**config.mk**
```make
export PLATFORM = sky130hd
export DESIGN_NAME = dhs_hash
export DESIGN_NICKNAME = d
export VERILOG_FILES = /design/src/rtl/dhs_pkg.sv /design/src/rtl/dhs_hash.sv
export SDC_FILE = /design/constraint.sdc
export NUM_CORES = 1
export LEC_CHECK = 0
export BUFFER_PORTS_ARGS = -buffer_cell sky130_fd_sc_hd__buf_4
export CAP_MARGIN = 20
export CORE_MARGIN = 5
export CORE_UTILIZATION = 48
export CTS_CLUSTER_DIAMETER = 40
export CTS_CLUSTER_SIZE = 16
export DETAILED_ROUTE_END_ITERATION = 8
export GPL_ROUTABILITY_DRIVEN = 0
export HOLD_SLACK_MARGIN = 0.06
export PLACE_DENSITY = 0.68
export SKIP_CTS_REPAIR_TIMING = 1
export SLEW_MARGIN = 20
export SYNTH_ARGS = -nofsm -noshare
export SYNTH_HDL_FRONTEND = slang
export SYNTH_SLANG_ARGS = --single-unit
```
**constraint.sdc**
```tcl
create_clock -name aclk -period 4.7 [get_ports aclk]
set_input_delay 0.47 -clock aclk [delete_from_list [all_inputs] [get_ports aclk]]
set_output_delay 0.47 -clock aclk [all_outputs]
set_load 0.005 [all_outputs]
```
**src/rtl/dhs_pkg.sv**
```systemverilog
// Shared types and constants for the double-hashing string set.
// Used by every module of the block; depends on nothing else.
`default_nettype none

package dhs_pkg;

    // Table geometry. Table sizes are powers of two, so "mod size" is a mask.
    localparam int MAX_SLOTS     = 1024;
    localparam int SLOT_W        = $clog2(MAX_SLOTS);
    localparam int SIZE_W        = SLOT_W + 1;
    localparam int ADDR_W        = SLOT_W + 1;
    localparam int INITIAL_SLOTS = 8;

    // Key format.
    localparam int MAX_CHARS = 8;
    localparam int CHAR_W    = 5;
    localparam int KEY_W     = MAX_CHARS * CHAR_W;
    localparam int LEN_W     = 4;
    localparam int IDX_W     = $clog2(MAX_CHARS);

    // Horner hash constants.
    localparam int HASH_MUL  = 137;
    localparam int MUL_W     = 8;
    localparam int CHAR_BASE = 97;

    // Action codes.
    localparam logic [1:0] ACT_ADD   = 2'd0;
    localparam logic [1:0] ACT_DEL   = 2'd1;
    localparam logic [1:0] ACT_QUERY = 2'd2;

    // Status codes.
    localparam logic [1:0] STATUS_FAIL = 2'd0;
    localparam logic [1:0] STATUS_OK   = 2'd1;
    localparam logic [1:0] STATUS_FULL = 2'd2;

    typedef enum logic [1:0] {
        SLOT_EMPTY = 2'd0,
        SLOT_KEY   = 2'd1,
        SLOT_TOMB  = 2'd2
    } slot_state_t;

    // One table entry; only the low hash bits matter for slot selection.
    typedef struct packed {
        slot_state_t             kind;
        logic [KEY_W-1:0]        key;
        logic [LEN_W-1:0]        len;
        logic [SLOT_W-1:0]       hash;
    } entry_t;

    // Write request to the slot memory.
    typedef struct packed {
        logic              en;
        logic [ADDR_W-1:0] addr;
        entry_t            data;
    } ram_wr_t;

    typedef enum logic [3:0] {
        ST_CLEAR,
        ST_IDLE,
        ST_HASH,
        ST_DECIDE,
        ST_RH_CLEAR,
        ST_RH_RD,
        ST_RH_CHK,
        ST_RH_PRD,
        ST_RH_PCHK,
        ST_RH_END,
        ST_SETUP,
        ST_PRD,
        ST_PCHK,
        ST_RESP
    } fsm_t;

endpackage

`default_nettype wire

```
**src/rtl/dhs_hash.sv**
```systemverilog
// Iterative Horner hash unit: one letter per cycle, low table bits only.
// Depends on dhs_pkg.
`default_nettype none

module dhs_hash import dhs_pkg::*; (
    input  wire logic              aclk,
    input  wire logic              aresetn,
    input  wire logic              start,
    input  wire logic [KEY_W-1:0]  key,
    input  wire logic [LEN_W-1:0]  len,
    output logic                   done,
    output logic [SLOT_W-1:0]      hash
);

    logic                 busy_reg, busy_next;
    logic                 done_reg, done_next;
    logic [IDX_W-1:0]     idx_reg, idx_next;
    logic [IDX_W-1:0]     last_reg, last_next;
    logic [KEY_W-1:0]     key_reg, key_next;
    logic [SLOT_W-1:0]    h_reg, h_next;
    logic [CHAR_W-1:0]    ch;
    logic [SLOT_W+MUL_W-1:0] prod;
    logic [SLOT_W-1:0]    h_step;

    // One Horner step: h = h * 137 + ('a' + letter), kept modulo the table range.
    always_comb begin
        ch     = key_reg[idx_reg*CHAR_W +: CHAR_W];
        prod   = {{MUL_W{1'b0}}, h_reg} * (SLOT_W+MUL_W)'(HASH_MUL);
        h_step = prod[SLOT_W-1:0] + SLOT_W'(CHAR_BASE) + SLOT_W'(ch);
    end

    // Step sequencing.
    always_comb begin
        busy_next = busy_reg;
        done_next = 1'b0;
        idx_next  = idx_reg;
        last_next = last_reg;
        key_next  = key_reg;
        h_next    = h_reg;
        if (start) begin
            busy_next = 1'b1;
            idx_next  = '0;
            last_next = IDX_W'(len - LEN_W'(1));
            key_next  = key;
            h_next    = '0;
        end else if (busy_reg) begin
            h_next   = h_step;
            idx_next = idx_reg + IDX_W'(1);
            if (idx_reg == last_reg) begin
                busy_next = 1'b0;
                done_next = 1'b1;
            end
        end
    end

    always_ff @(posedge aclk) begin
        if (!aresetn) begin
            busy_reg <= 1'b0;
            done_reg <= 1'b0;
        end else begin
            busy_reg <= busy_next;
            done_reg <= done_next;
        end
        idx_reg  <= idx_next;
        last_reg <= last_next;
        key_reg  <= key_next;
        h_reg    <= h_next;
    end

    assign done = done_reg;
    assign hash = h_reg;

endmodule

`default_nettype wire

```
* Word level (Yosys, flattened, before mapping)
Index checks and enable logic that the tools add are counted.
** Operators by class
- $add $sub $neg :: 4
- Multiply operators :: 2
- Eq/ne operators :: 1
- Shift-type cells :: 1
- Multiplexer cells :: 4
- Bitwise logic cells :: 2
- Reductions and logical operators :: 1
** Operators with widths (number)
- 40-bit by 7-bit variable part select with 5-bit output :: 1
- 10-bit by 5-bit adder with 10-bit output :: 1
- 10-bit by 7-bit adder with 10-bit output, second input constant :: 1
- 10-bit by 8-bit multiplier with 10-bit output, second input constant :: 1
- 3-bit by 3-bit multiplier with 6-bit output, second input constant :: 1
- 1-bit two-way mux :: 4
- 3-bit by 1-bit adder with 3-bit output, second input constant :: 1
- 3-bit == test :: 1
- 3-bit OR reduction :: 1
- 3-bit by 1-bit subtractor with 3-bit output, second input constant :: 1
- 1-bit NOT :: 2
** Word-level totals
- Flip-flop bits (word level) :: 58
- Bits of input ports :: 47
- Output and inout bits :: 11

* Logic depth before layout (Yosys ltp)
Gate-level depths: netlist (run 1).
- Word-level depth :: 4
- Depth in mapped cells :: 15

* Least setup slack after synthesis (run 1)
OpenSTA, ideal clock, no wires.
- Kind :: reg2reg
- Start point :: reg idx_reg[0]
- End point :: reg h_reg[7] (netlist: hash[7])
- Data arrival time :: 3.791 ns
- Required time :: 4.594 ns
- Setup slack :: 0.804 ns
- Cell stages (with the launch flop) :: 14
- Path buffers :: 1
- Clock period less this slack :: 3.896 ns
- Cell sequence :: dfxtp_1 > buf_6 > mux4_1 > mux2_2 > ha_1 > ha_1 > ha_1 > fa_1 > ha_1 > o21ai_0 > o21ai_0 > a21oi_1 > or4_1 > o311ai_0
** On the way
- Longest elaborated chain between the ends :: 3
** RTL lines
- start, declared :: line dhs_hash.sv:17 : logic [IDX_W-1:0] idx_reg, idx_next;
- start signal, assigned :: line dhs_hash.sv:64 : idx_reg <= idx_next;
- 3-bit by 3-bit multiplier with 6-bit output :: line dhs_hash.sv:27 : ch = key_reg[idx_reg*CHAR_W +: CHAR_W];
- 40-bit by 7-bit variable part select with 5-bit output :: line dhs_hash.sv:27
- 10-bit by 5-bit adder with 10-bit output :: line dhs_hash.sv:29 : h_step = prod[SLOT_W-1:0] + SLOT_W'(CHAR_BASE) + SLOT_W'(ch);
- end signal, assigned :: line dhs_hash.sv:67 : h_reg <= h_next;
- end, declared :: line dhs_hash.sv:20 : logic [SLOT_W-1:0] h_reg, h_next;
No other way between the ends.
A chain may end at the register's enable or synchronous reset.

* Final worst setup path (run 1)
- Start point :: reg idx_reg[0]
- End point :: reg h_reg[6] (netlist: hash[6])
Same word-level chain as after synthesis.

==> flow_summary.ini, run 1 <==
[layout]
layout-drive-gt1-share_pct = 27.4
fillCellCount = 490
layout.area.seq_sq_mm = 0.00159
n_antenna_cell = 0
area_growth_syn_to_layout_pct = 23.9
largest_register_ffs = 40
num-nets-final = 366
area_of_the_multi_input_gates_sq_mm = 0.00127

[detailed_routing]
routed_wl_mm = 5.20
number_of_antenna_violating_nets_in_the_routed_design = 0
drtPass1Iterations = 4
drt_iter0_drc = 45
post-route-drc-count = 0
viasPerCell = 5.12
wire_per_inst_um = 14.3
vias = 1858

[critical_path]
critPathLaunchType = flop
worst_path_dominant_cell_family = adder cells
cp_data_required_time_ns = 4.92
crit_slowest_cell = sky130_fd_sc_hd__mux4_1
crit_top_cell = sky130_fd_sc_hd__ha_1
timing_worst_setup_path_type = flop to flop
timing.critical_path.buf_inv = 0
worstPathMaxFanout = 7
cell_by_cell_trace_of_the_critical_path = mux4_1, mux2_2, ha_1, ha_1, ha_1, fa_1, ha_1, nor2b_1, o21ai_0, a21boi_0, o31ai_1, and2_1
largest_stage_delay_worst_path_ns = 0.60
worst-endpoint-arrival_ns = 4.40
cp-end-kind = flop

[sta]
post-route-period-util_pct = 88.9
worst_slew_pin_slew_ns = 0.684
hold_slack_ns = 0.321
slew-limit-headroom_pct = 54.4
setup_viol = 0
final_max_slew_violation_count = 0
min_period_ns = 4.18
rsz0062_at_grt = false
final_worst_setup_slack_ns = 0.522
finClkSkew_ns = 0.00491
finalSetupTns_ns = 0
clock.fmax_ghz = 0.239
hold_violations_final = 0

[power_and_ir_drop]
clockPowerShare_pct = 25.9
power.density_cell_area_mw_per_mm2 = 502
static-leakage-power_nw = 1.59
p_total_mw = 1.87
p_sw_mw = 0.603
pint_mw = 1.27
combinational_cell_fraction_of_total_power_pct = 38.5
worst_ir_drop_vdd_mv = 0.341
p_sw_share_pct = 32.3
seq_power_share_pct = 35.6

[clock_network]
cts-htree-levels = 3
clk_pin_slew_worst_paths_ns = 0.07
ctsRootBufferMaster = sky130_fd_sc_hd__clkbuf_8
clock_tree_from_tritoncts = done
clock-sinks = 58
numCtsBuffers = 9
cts_max_path_buffers = 2
insertion_delay_ns = 0.32

[logic_synthesis]
synth_fp_nets = 302
ys_seq_area_share_pct = 52.9
yosys-top-cells-count = 43 x sky130_fd_sc_hd__edfxtp_1, 30 x sky130_fd_sc_hd__inv_1, 29 x sky130_fd_sc_hd__ha_1, 15 x sky130_fd_sc_hd__dfxtp_1, 15 x sky130_fd_sc_hd__nor2_1
synth-edff-count = 43
netlist-cell-type-count = 35
yosys_register_bits = 58
synthCells = 219
most_common_cell_in_the_synthesized_netlist = sky130_fd_sc_hd__edfxtp_1
syn-cell-area_sq_mm = 0.00301
yosysWarnings = 0
netlist_top_cells_area = sky130_fd_sc_hd__edfxtp_1 43%, sky130_fd_sc_hd__ha_1 12%, sky130_fd_sc_hd__dfxtp_1 10%
synth_top_cell_by_area = sky130_fd_sc_hd__edfxtp_1
most_used_flip_flop_cell_after_synthesis = sky130_fd_sc_hd__edfxtp_1
netlist.area_leader.share_pct = 42.9
asyncSetResetFlopFracSynth_pct = 0
postSynthAreaPerCell_sq_um = 13.7

[place]
pre_cts_slack_ns = 0.525
hpwl_detailed_mm = 3.99
port_buffers = 56

[global_route]
grt_pass1_vias = 1947
track_usage_pct = 15.2
wire_length_of_the_first_global_routing_pass_mm = 8.83
initial_antenna_violation_count = 0
grt_start_max_net_pins = 62
global_route.overflow_total = 0

[floorplan]
core_region_area_sq_mm = 0.00599
height_of_the_die_um = 89.2
core.rowCount = 28
io_pins = 58
dieArea_sq_mm = 0.00795
die-width_um = 89.2
initial_core_util_pct = 50.2

[hold_path]
min_path_type = primary input to flop

[status]
run_status = finished, final reports clean

[flow_run]
maxCapViolCount = 0
-- layer usage --
layer  vias up  GRT usage, %  part of all wire [%]  wire, um
met2        52          25.3                    49      2540
met1       871          18.2                    44      2270
met4         0          6.09                   1.4        71
li1        930             -                     -         -
met5         -             0                     0         0
met3         5          5.25                   6.1       319
-- final cells by class --
class | instances | share of cell area [%]
sequential | 58 | 42.7
multi-input combinational | 124 | 34.0
timing repair buffer | 60 | 12.1
clock buffer | 10 | 3.43
inverter | 30 | 3.02
tap | 75 | 2.52
clock inverter | 6 | 2.18
-- power groups by stage --
stage | Sequential (mW) | Combinational, mW | Clock (mW)
after floorplan | 0.662 | 0.511 | 0
after global placement | 0.677 | 0.706 | 0
after detailed placement | 0.679 | 0.720 | 0
after CTS | 0.668 | 0.729 | 0.496
after global routing | 0.676 | 0.842 | 0.523
final | 0.666 | 0.719 | 0.485
-- final timing paths --
path | slack [ns] | cells after the start | start | end
worst max register to register | 0.52 | 12 | idx_reg[0]$_SDFFE_PP0P_ | hash[6]$_SDFFE_PP0P_
worst min register to register | 0.57 | 2 | hash[8]$_SDFFE_PP0P_ | hash[8]$_SDFFE_PP0P_
worst max-delay path | 0.52 | 12 | idx_reg[0]$_SDFFE_PP0P_ | hash[6]$_SDFFE_PP0P_
worst min-delay path | 0.32 | 1 | key[21] | key_reg[21]$_DFFE_PP_
-- stage by stage --
step	util, %	instance area [sq um]	std cells
CTS	62.2	3730	363
detailed placement	58.7	3520	347
finish	62.2	3730	363
global placement	58.7	3520	347
floorplan	-	3010	219
global route	62.2	3730	363
-- cell usage in the layout, fill, tap and decap left out, types with 3 or more instances in the layout --
cell type,Yosys,layout
sky130_fd_sc_hd__buf_4,0,60
sky130_fd_sc_hd__fa_1,7,7
sky130_fd_sc_hd__ha_1,29,29
sky130_fd_sc_hd__a21oi_1,5,5
sky130_fd_sc_hd__xnor2_1,9,9
sky130_fd_sc_hd__nand3_1,4,4
sky130_fd_sc_hd__nor2b_1,3,3
sky130_fd_sc_hd__clkbuf_8,0,9
sky130_fd_sc_hd__edfxtp_1,43,43
sky130_fd_sc_hd__mux2i_1,3,3
sky130_fd_sc_hd__mux4_1,10,10
sky130_fd_sc_hd__nor2_1,15,15
sky130_fd_sc_hd__nand2_1,6,6
sky130_fd_sc_hd__mux2_2,5,5
sky130_fd_sc_hd__o21ai_0,5,5
sky130_fd_sc_hd__dfxtp_1,15,15
sky130_fd_sc_hd__inv_1,30,30
sky130_fd_sc_hd__a211oi_1,4,4
sky130_fd_sc_hd__o211ai_1,3,3
-- kinds of logic after synthesis --
| logic type | Yosys count | share of synthesized area (%) |
|---|---|---|
| AOI/OAI and AO/OA | 24 | 5.20 |
| muxes | 18 | 11.6 |
| adders and majority gates | 36 | 16.7 |
| buffers and inverters | 37 | 4.91 |
| and+or+nand+nor | 35 | 5.45 |
| DFF | 58 | 52.9 |
| xor gates and xnor gates | 11 | 3.20 |
Power figures use the tool's default switching activity.
==> run 2, diff against run 1 <==
==> constraint.sdc (replaced) <==
create_clock -name aclk -period 4.7 [get_ports aclk]
set_input_delay 1.41 -clock aclk [delete_from_list [all_inputs] [get_ports aclk]]
set_output_delay 1.41 -clock aclk [all_outputs]
set_load 0.005 [all_outputs]
==> run 2 against run 1 <==
- core utilization rose by 0.38 points
- final cell count down 0.28%
- via count is 1.2% higher
- sequential share of layout area decreased by 0.26 points
- register-to-register slack about the same
- global-route usage increased by 0.16 points
- critical path depth did not move
==> flow_summary.ini, run 2 (synthesized netlist as in run 1, its figures left out) <==
[place]
pre_cts_slack_ns = 0.529
hpwl_detailed_mm = 4.03
port_buffers = 56

[hold_path]
min_path_type = flop to flop

[detailed_routing]
drt_iter0_drc = 34
number_of_antenna_violating_nets_in_the_routed_design = 0
vias = 1880
post-route-drc-count = 0
wire_per_inst_um = 14.4
drtPass1Iterations = 4
viasPerCell = 5.19
routed_wl_mm = 5.23

[floorplan]
die-width_um = 89.2
io_pins = 58
core_region_area_sq_mm = 0.00599
dieArea_sq_mm = 0.00795
height_of_the_die_um = 89.2
core.rowCount = 28
initial_core_util_pct = 50.2

[power_and_ir_drop]
worst_ir_drop_vdd_mv = 0.359
seq_power_share_pct = 34.6
static-leakage-power_nw = 1.60
p_sw_share_pct = 31.3
pint_mw = 1.32
power.density_cell_area_mw_per_mm2 = 513
combinational_cell_fraction_of_total_power_pct = 37.4
clockPowerShare_pct = 28.0
p_sw_mw = 0.603

[global_route]
grt_start_max_net_pins = 62
global_route.overflow_total = 0
wire_length_of_the_first_global_routing_pass_mm = 9.01
initial_antenna_violation_count = 0
grt_pass1_vias = 2026
track_usage_pct = 15.4

[sta]
clock.fmax_ghz = 0.240
final_worst_setup_slack_ns = 0.534
final_max_slew_violation_count = 0
setup_viol = 0
finClkSkew_ns = 0.00688
min_period_ns = 4.17
hold_violations_final = 0
post-route-period-util_pct = 88.6
finalSetupTns_ns = 0
slew-limit-headroom_pct = 54.1
worst_slew_pin_slew_ns = 0.689
rsz0062_at_grt = false

[status]
run_status = finished, final reports clean

[layout]
final_core_utilization_pct = 62.6
layout-drive-gt1-share_pct = 27.5
num-nets-final = 366
area_growth_syn_to_layout_pct = 24.6
mostFrequentLayoutCell = sky130_fd_sc_hd__buf_4
n_antenna_cell = 0
largest_register_ffs = 40
layout.cells.most_common_list = 60 x sky130_fd_sc_hd__buf_4, 43 x sky130_fd_sc_hd__edfxtp_1, 30 x sky130_fd_sc_hd__inv_1
fillCellCount = 490

[clock_network]
clock-sinks = 58
insertion_delay_ns = 0.33
numCtsBuffers = 9
cts-htree-levels = 3
cts_max_path_buffers = 2
clk_pin_slew_worst_paths_ns = 0.07
clock_tree_from_tritoncts = done
ctsRootBufferMaster = sky130_fd_sc_hd__clkbuf_8

[critical_path]
critPathLaunchType = flop
worstPathMaxFanout = 7
cp-end-kind = flop
cp_data_required_time_ns = 4.93
worst-endpoint-arrival_ns = 4.40
timing_worst_setup_path_type = flop to flop

[flow_run]
maxCapViolCount = 0
[run 2: changes by cell type in the layout (fill, tap and decap cells not counted)]
| cell | delta |
|---|---|
| sky130_fd_sc_hd__bufinv_16 | +1 |
| sky130_fd_sc_hd__clkinv_1 | -1 |
| sky130_fd_sc_hd__clkinv_2 | -1 |
| sky130_fd_sc_hd__clkinv_4 | +1 |
| sky130_fd_sc_hd__clkinvlp_4 | -1 |
[run 2: final timing paths]
check / to / slack (ns) / from / cells past startpoint
setup / recovery: hash[6]$_SDFFE_PP0P_ / 0.53 / idx_reg[0]$_SDFFE_PP0P_ / 12
hold / removal: hash[8]$_SDFFE_PP0P_ / 0.57 / hash[8]$_SDFFE_PP0P_ / 2
setup reg to reg: hash[6]$_SDFFE_PP0P_ / 0.53 / idx_reg[0]$_SDFFE_PP0P_ / 12
hold reg to reg: hash[8]$_SDFFE_PP0P_ / 0.57 / hash[8]$_SDFFE_PP0P_ / 2
[run 2: cell type report]
type	instances	area, sq um	share of cell area, %
clock inverter	5	104	2.77
multi-input combinational	124	1270	33.8
inverter	30	113	3.00
timing repair buffer	60	450	12.0
tap	75	93.8	2.50
sequential	58	1590	42.5
clock buffer	10	128	3.40
[run 2: metal layers]
| metal | GRT usage, % | routed length, um | vias to the layer above |
|---|---|---|---|
| li1 | - | - | 928 |
| met1 | 18.5 | 2220 | 891 |
| met2 | 25.4 | 2580 | 52 |
| met3 | 5.07 | 329 | 9 |
| met4 | 6.63 | 103 | 0 |
| met5 | 0 | 0 | - |
[run 2: power by group through the flow]
stage	clock (mW)	sequential (mW)	combinational [mW]
floorplan	0	0.662	0.511
detailed placement	0	0.680	0.719
finish	0.539	0.666	0.719
global placement	0	0.677	0.706
global route	0.577	0.676	0.840
CTS	0.547	0.668	0.728
[run 2: worst max-delay path, cell delays in order, from the launching register on]
cell and delay [ns]:
sky130_fd_sc_hd__dfxtp_1 0.53, sky130_fd_sc_hd__mux4_1 0.58, sky130_fd_sc_hd__mux2_2 0.30, sky130_fd_sc_hd__ha_1 0.28
sky130_fd_sc_hd__ha_1 0.30, sky130_fd_sc_hd__ha_1 0.30, sky130_fd_sc_hd__fa_1 0.48, sky130_fd_sc_hd__ha_1 0.34
sky130_fd_sc_hd__nor2b_1 0.17, sky130_fd_sc_hd__o21ai_0 0.13, sky130_fd_sc_hd__a21boi_0 0.37, sky130_fd_sc_hd__o31ai_1 0.12
sky130_fd_sc_hd__and2_1 0.16
[run 2: stage by stage]
stage,std cells,hold WS [ns],total power [mW],cell area [sq um]
CTS,362,0.569,1.94,3750
floorplan,219,0.518,1.17,3010
detailed placement,347,0.554,1.40,3520
global route,362,0.590,2.09,3750
global placement,347,0.538,1.38,3520
finish,362,0.565,1.92,3750
==> run 3, diff against run 2 <==
--- a/config.mk
+++ b/config.mk
@@ -15,6 +15,7 @@
 export GPL_ROUTABILITY_DRIVEN = 0
 export HOLD_SLACK_MARGIN = 0.06
 export PLACE_DENSITY = 0.68
+export RECOVER_POWER = 50
 export SKIP_CTS_REPAIR_TIMING = 1
 export SLEW_MARGIN = 20
 export SYNTH_ARGS = -nofsm -noshare
==> run 3 against run 2 <==
- the run now ends with capacitance limit, slew limit left
- clock skew barely moved
- critical path type unchanged
- power hardly changed
- largest power group unchanged
- critical endpoint is now hash[7]$_SDFFE_PP0P_
- first-iteration DRC count increased by 12%
- worst hold slack worse by 0.0026 ns
- core utilization shrank 0.063 points
- fmax shrank 0.62%
- routed wire length fell by 0.46%
==> flow_summary.ini, run 3 (synthesized netlist as in run 1, its figures left out) <==
[detailed_routing]
vias = 1884
drtPass1Iterations = 4
viasPerCell = 5.20
drt_iter0_drc = 38
wire_per_inst_um = 14.4
routed_wl_mm = 5.20
post-route-drc-count = 0
number_of_antenna_violating_nets_in_the_routed_design = 0

[global_route]
initial_antenna_violation_count = 0
grt_pass1_vias = 2026
track_usage_pct = 15.4
wire_length_of_the_first_global_routing_pass_mm = 9.01
global_route.overflow_total = 0
grt_start_max_net_pins = 62

[floorplan]
die-width_um = 89.2
dieArea_sq_mm = 0.00795
io_pins = 58
core.rowCount = 28
height_of_the_die_um = 89.2
initial_core_util_pct = 50.2
core_region_area_sq_mm = 0.00599

[power_and_ir_drop]
pint_mw = 1.32
seq_power_share_pct = 34.7
p_sw_share_pct = 31.3
combinational_cell_fraction_of_total_power_pct = 37.3
p_sw_mw = 0.602
static-leakage-power_nw = 1.59
clockPowerShare_pct = 28.0
p_total_mw = 1.92
worst_ir_drop_vdd_mv = 0.359
power.density_cell_area_mw_per_mm2 = 513

[sta]
worst_slew_pin_slew_ns = 2.91
slew-limit-headroom_pct = -93.8
finClkSkew_ns = 0.00704
post-route-period-util_pct = 89.2
final_max_slew_violation_count = 62
clock.fmax_ghz = 0.239
finalSetupTns_ns = 0
rsz0062_at_grt = false
hold_slack_ns = 0.563
min_period_ns = 4.19
setup_viol = 0
hold_violations_final = 0

[layout]
area_growth_syn_to_layout_pct = 24.5
finalInstanceArea_sq_mm = 0.00374
n_antenna_cell = 0
fillCellCount = 492
layout.cells.most_common_list = 43 x sky130_fd_sc_hd__edfxtp_1, 41 x sky130_fd_sc_hd__clkbuf_4, 30 x sky130_fd_sc_hd__inv_1
layout-drive-gt1-share_pct = 27.2
largest_register_ffs = 40
num-nets-final = 366
mostFrequentLayoutCell = sky130_fd_sc_hd__edfxtp_1
final_instance_count_without_filler_cells = 362

[clock_network]
ctsRootBufferMaster = sky130_fd_sc_hd__clkbuf_8
clock-sinks = 58
clock_tree_from_tritoncts = done
cts_max_path_buffers = 2
insertion_delay_ns = 0.33
clk_pin_slew_worst_paths_ns = 0.07
numCtsBuffers = 9
cts-htree-levels = 3

[place]
place.detailed.instances = 347
hpwl_detailed_mm = 4.03
placement.cell_area_sq_mm = 0.00352
port_buffers = 56

[critical_path]
cp_data_required_time_ns = 4.89
critPathLaunchType = flop
cp-end-kind = flop
timing_worst_setup_path_type = flop to flop
worstPathMaxFanout = 7
worst-endpoint-arrival_ns = 4.38

[status]
run_status = finished with violations
failed_checks = capacitance limit, slew limit

[hold_path]
min_path_type = flop to flop

[flow_run]
maxCapViolCount = 1
[run 3: worst max-delay path: stages (launching register included)]
cell,delay (ns)
sky130_fd_sc_hd__dfxtp_1,0.53
sky130_fd_sc_hd__mux4_1,0.58
sky130_fd_sc_hd__mux2_2,0.30
sky130_fd_sc_hd__ha_1,0.28
sky130_fd_sc_hd__ha_1,0.30
sky130_fd_sc_hd__ha_1,0.30
sky130_fd_sc_hd__fa_1,0.54
sky130_fd_sc_hd__ha_1,0.21
sky130_fd_sc_hd__a211oi_1,0.07
sky130_fd_sc_hd__buf_4,0.14
sky130_fd_sc_hd__o21ai_0,0.17
sky130_fd_sc_hd__a21oi_1,0.11
sky130_fd_sc_hd__or4_1,0.40
sky130_fd_sc_hd__o311ai_0,0.11
[run 3: power groups by stage]
stage	Combinational, mW	Sequential (mW)	Clock (mW)
after floorplan	0.511	0.662	0
after global placement	0.706	0.677	0
after detailed placement	0.719	0.680	0
after CTS	0.728	0.668	0.547
after global routing	0.838	0.678	0.577
final	0.716	0.667	0.538
[run 3: cell type report]
| cell class | count | area (sq um) | area share, % |
|---|---|---|---|
| tap | 75 | 93.8 | 2.51 |
| multi-input combinational | 124 | 1270 | 33.9 |
| clock inverter | 5 | 104 | 2.77 |
| clock buffer | 10 | 128 | 3.41 |
| timing repair buffer | 60 | 447 | 11.9 |
| inverter | 30 | 113 | 3.01 |
| sequential | 58 | 1590 | 42.5 |
[run 3: metrics by stage]
stage	worst slack [ns]	util, %
after detailed placement	0.529	58.7
after CTS	0.514	62.6
after floorplan	0.804	-
after global routing	0.242	62.5
final	0.508	62.5
after global placement	0.553	58.7
[run 3: path summary, 6_finish.rpt]
path                            from              endpoint  slack (ns)  depth (start not counted)
max          idx_reg[0]$_SDFFE_PP0P_  hash[7]$_SDFFE_PP0P_        0.51                         13
min             hash[0]$_SDFFE_PP0P_  hash[0]$_SDFFE_PP0P_        0.56                          2
max reg2reg  idx_reg[0]$_SDFFE_PP0P_  hash[7]$_SDFFE_PP0P_        0.51                         13
min reg2reg     hash[0]$_SDFFE_PP0P_  hash[0]$_SDFFE_PP0P_        0.56                          2
[run 3: layer usage]
metal	vias to the layer above	wire (um)	global-route usage [%]
met4	0	103	6.63
met3	9	349	5.07
met2	52	2560	25.4
met5	-	0	0
met1	894	2200	18.5
li1	929	-	-
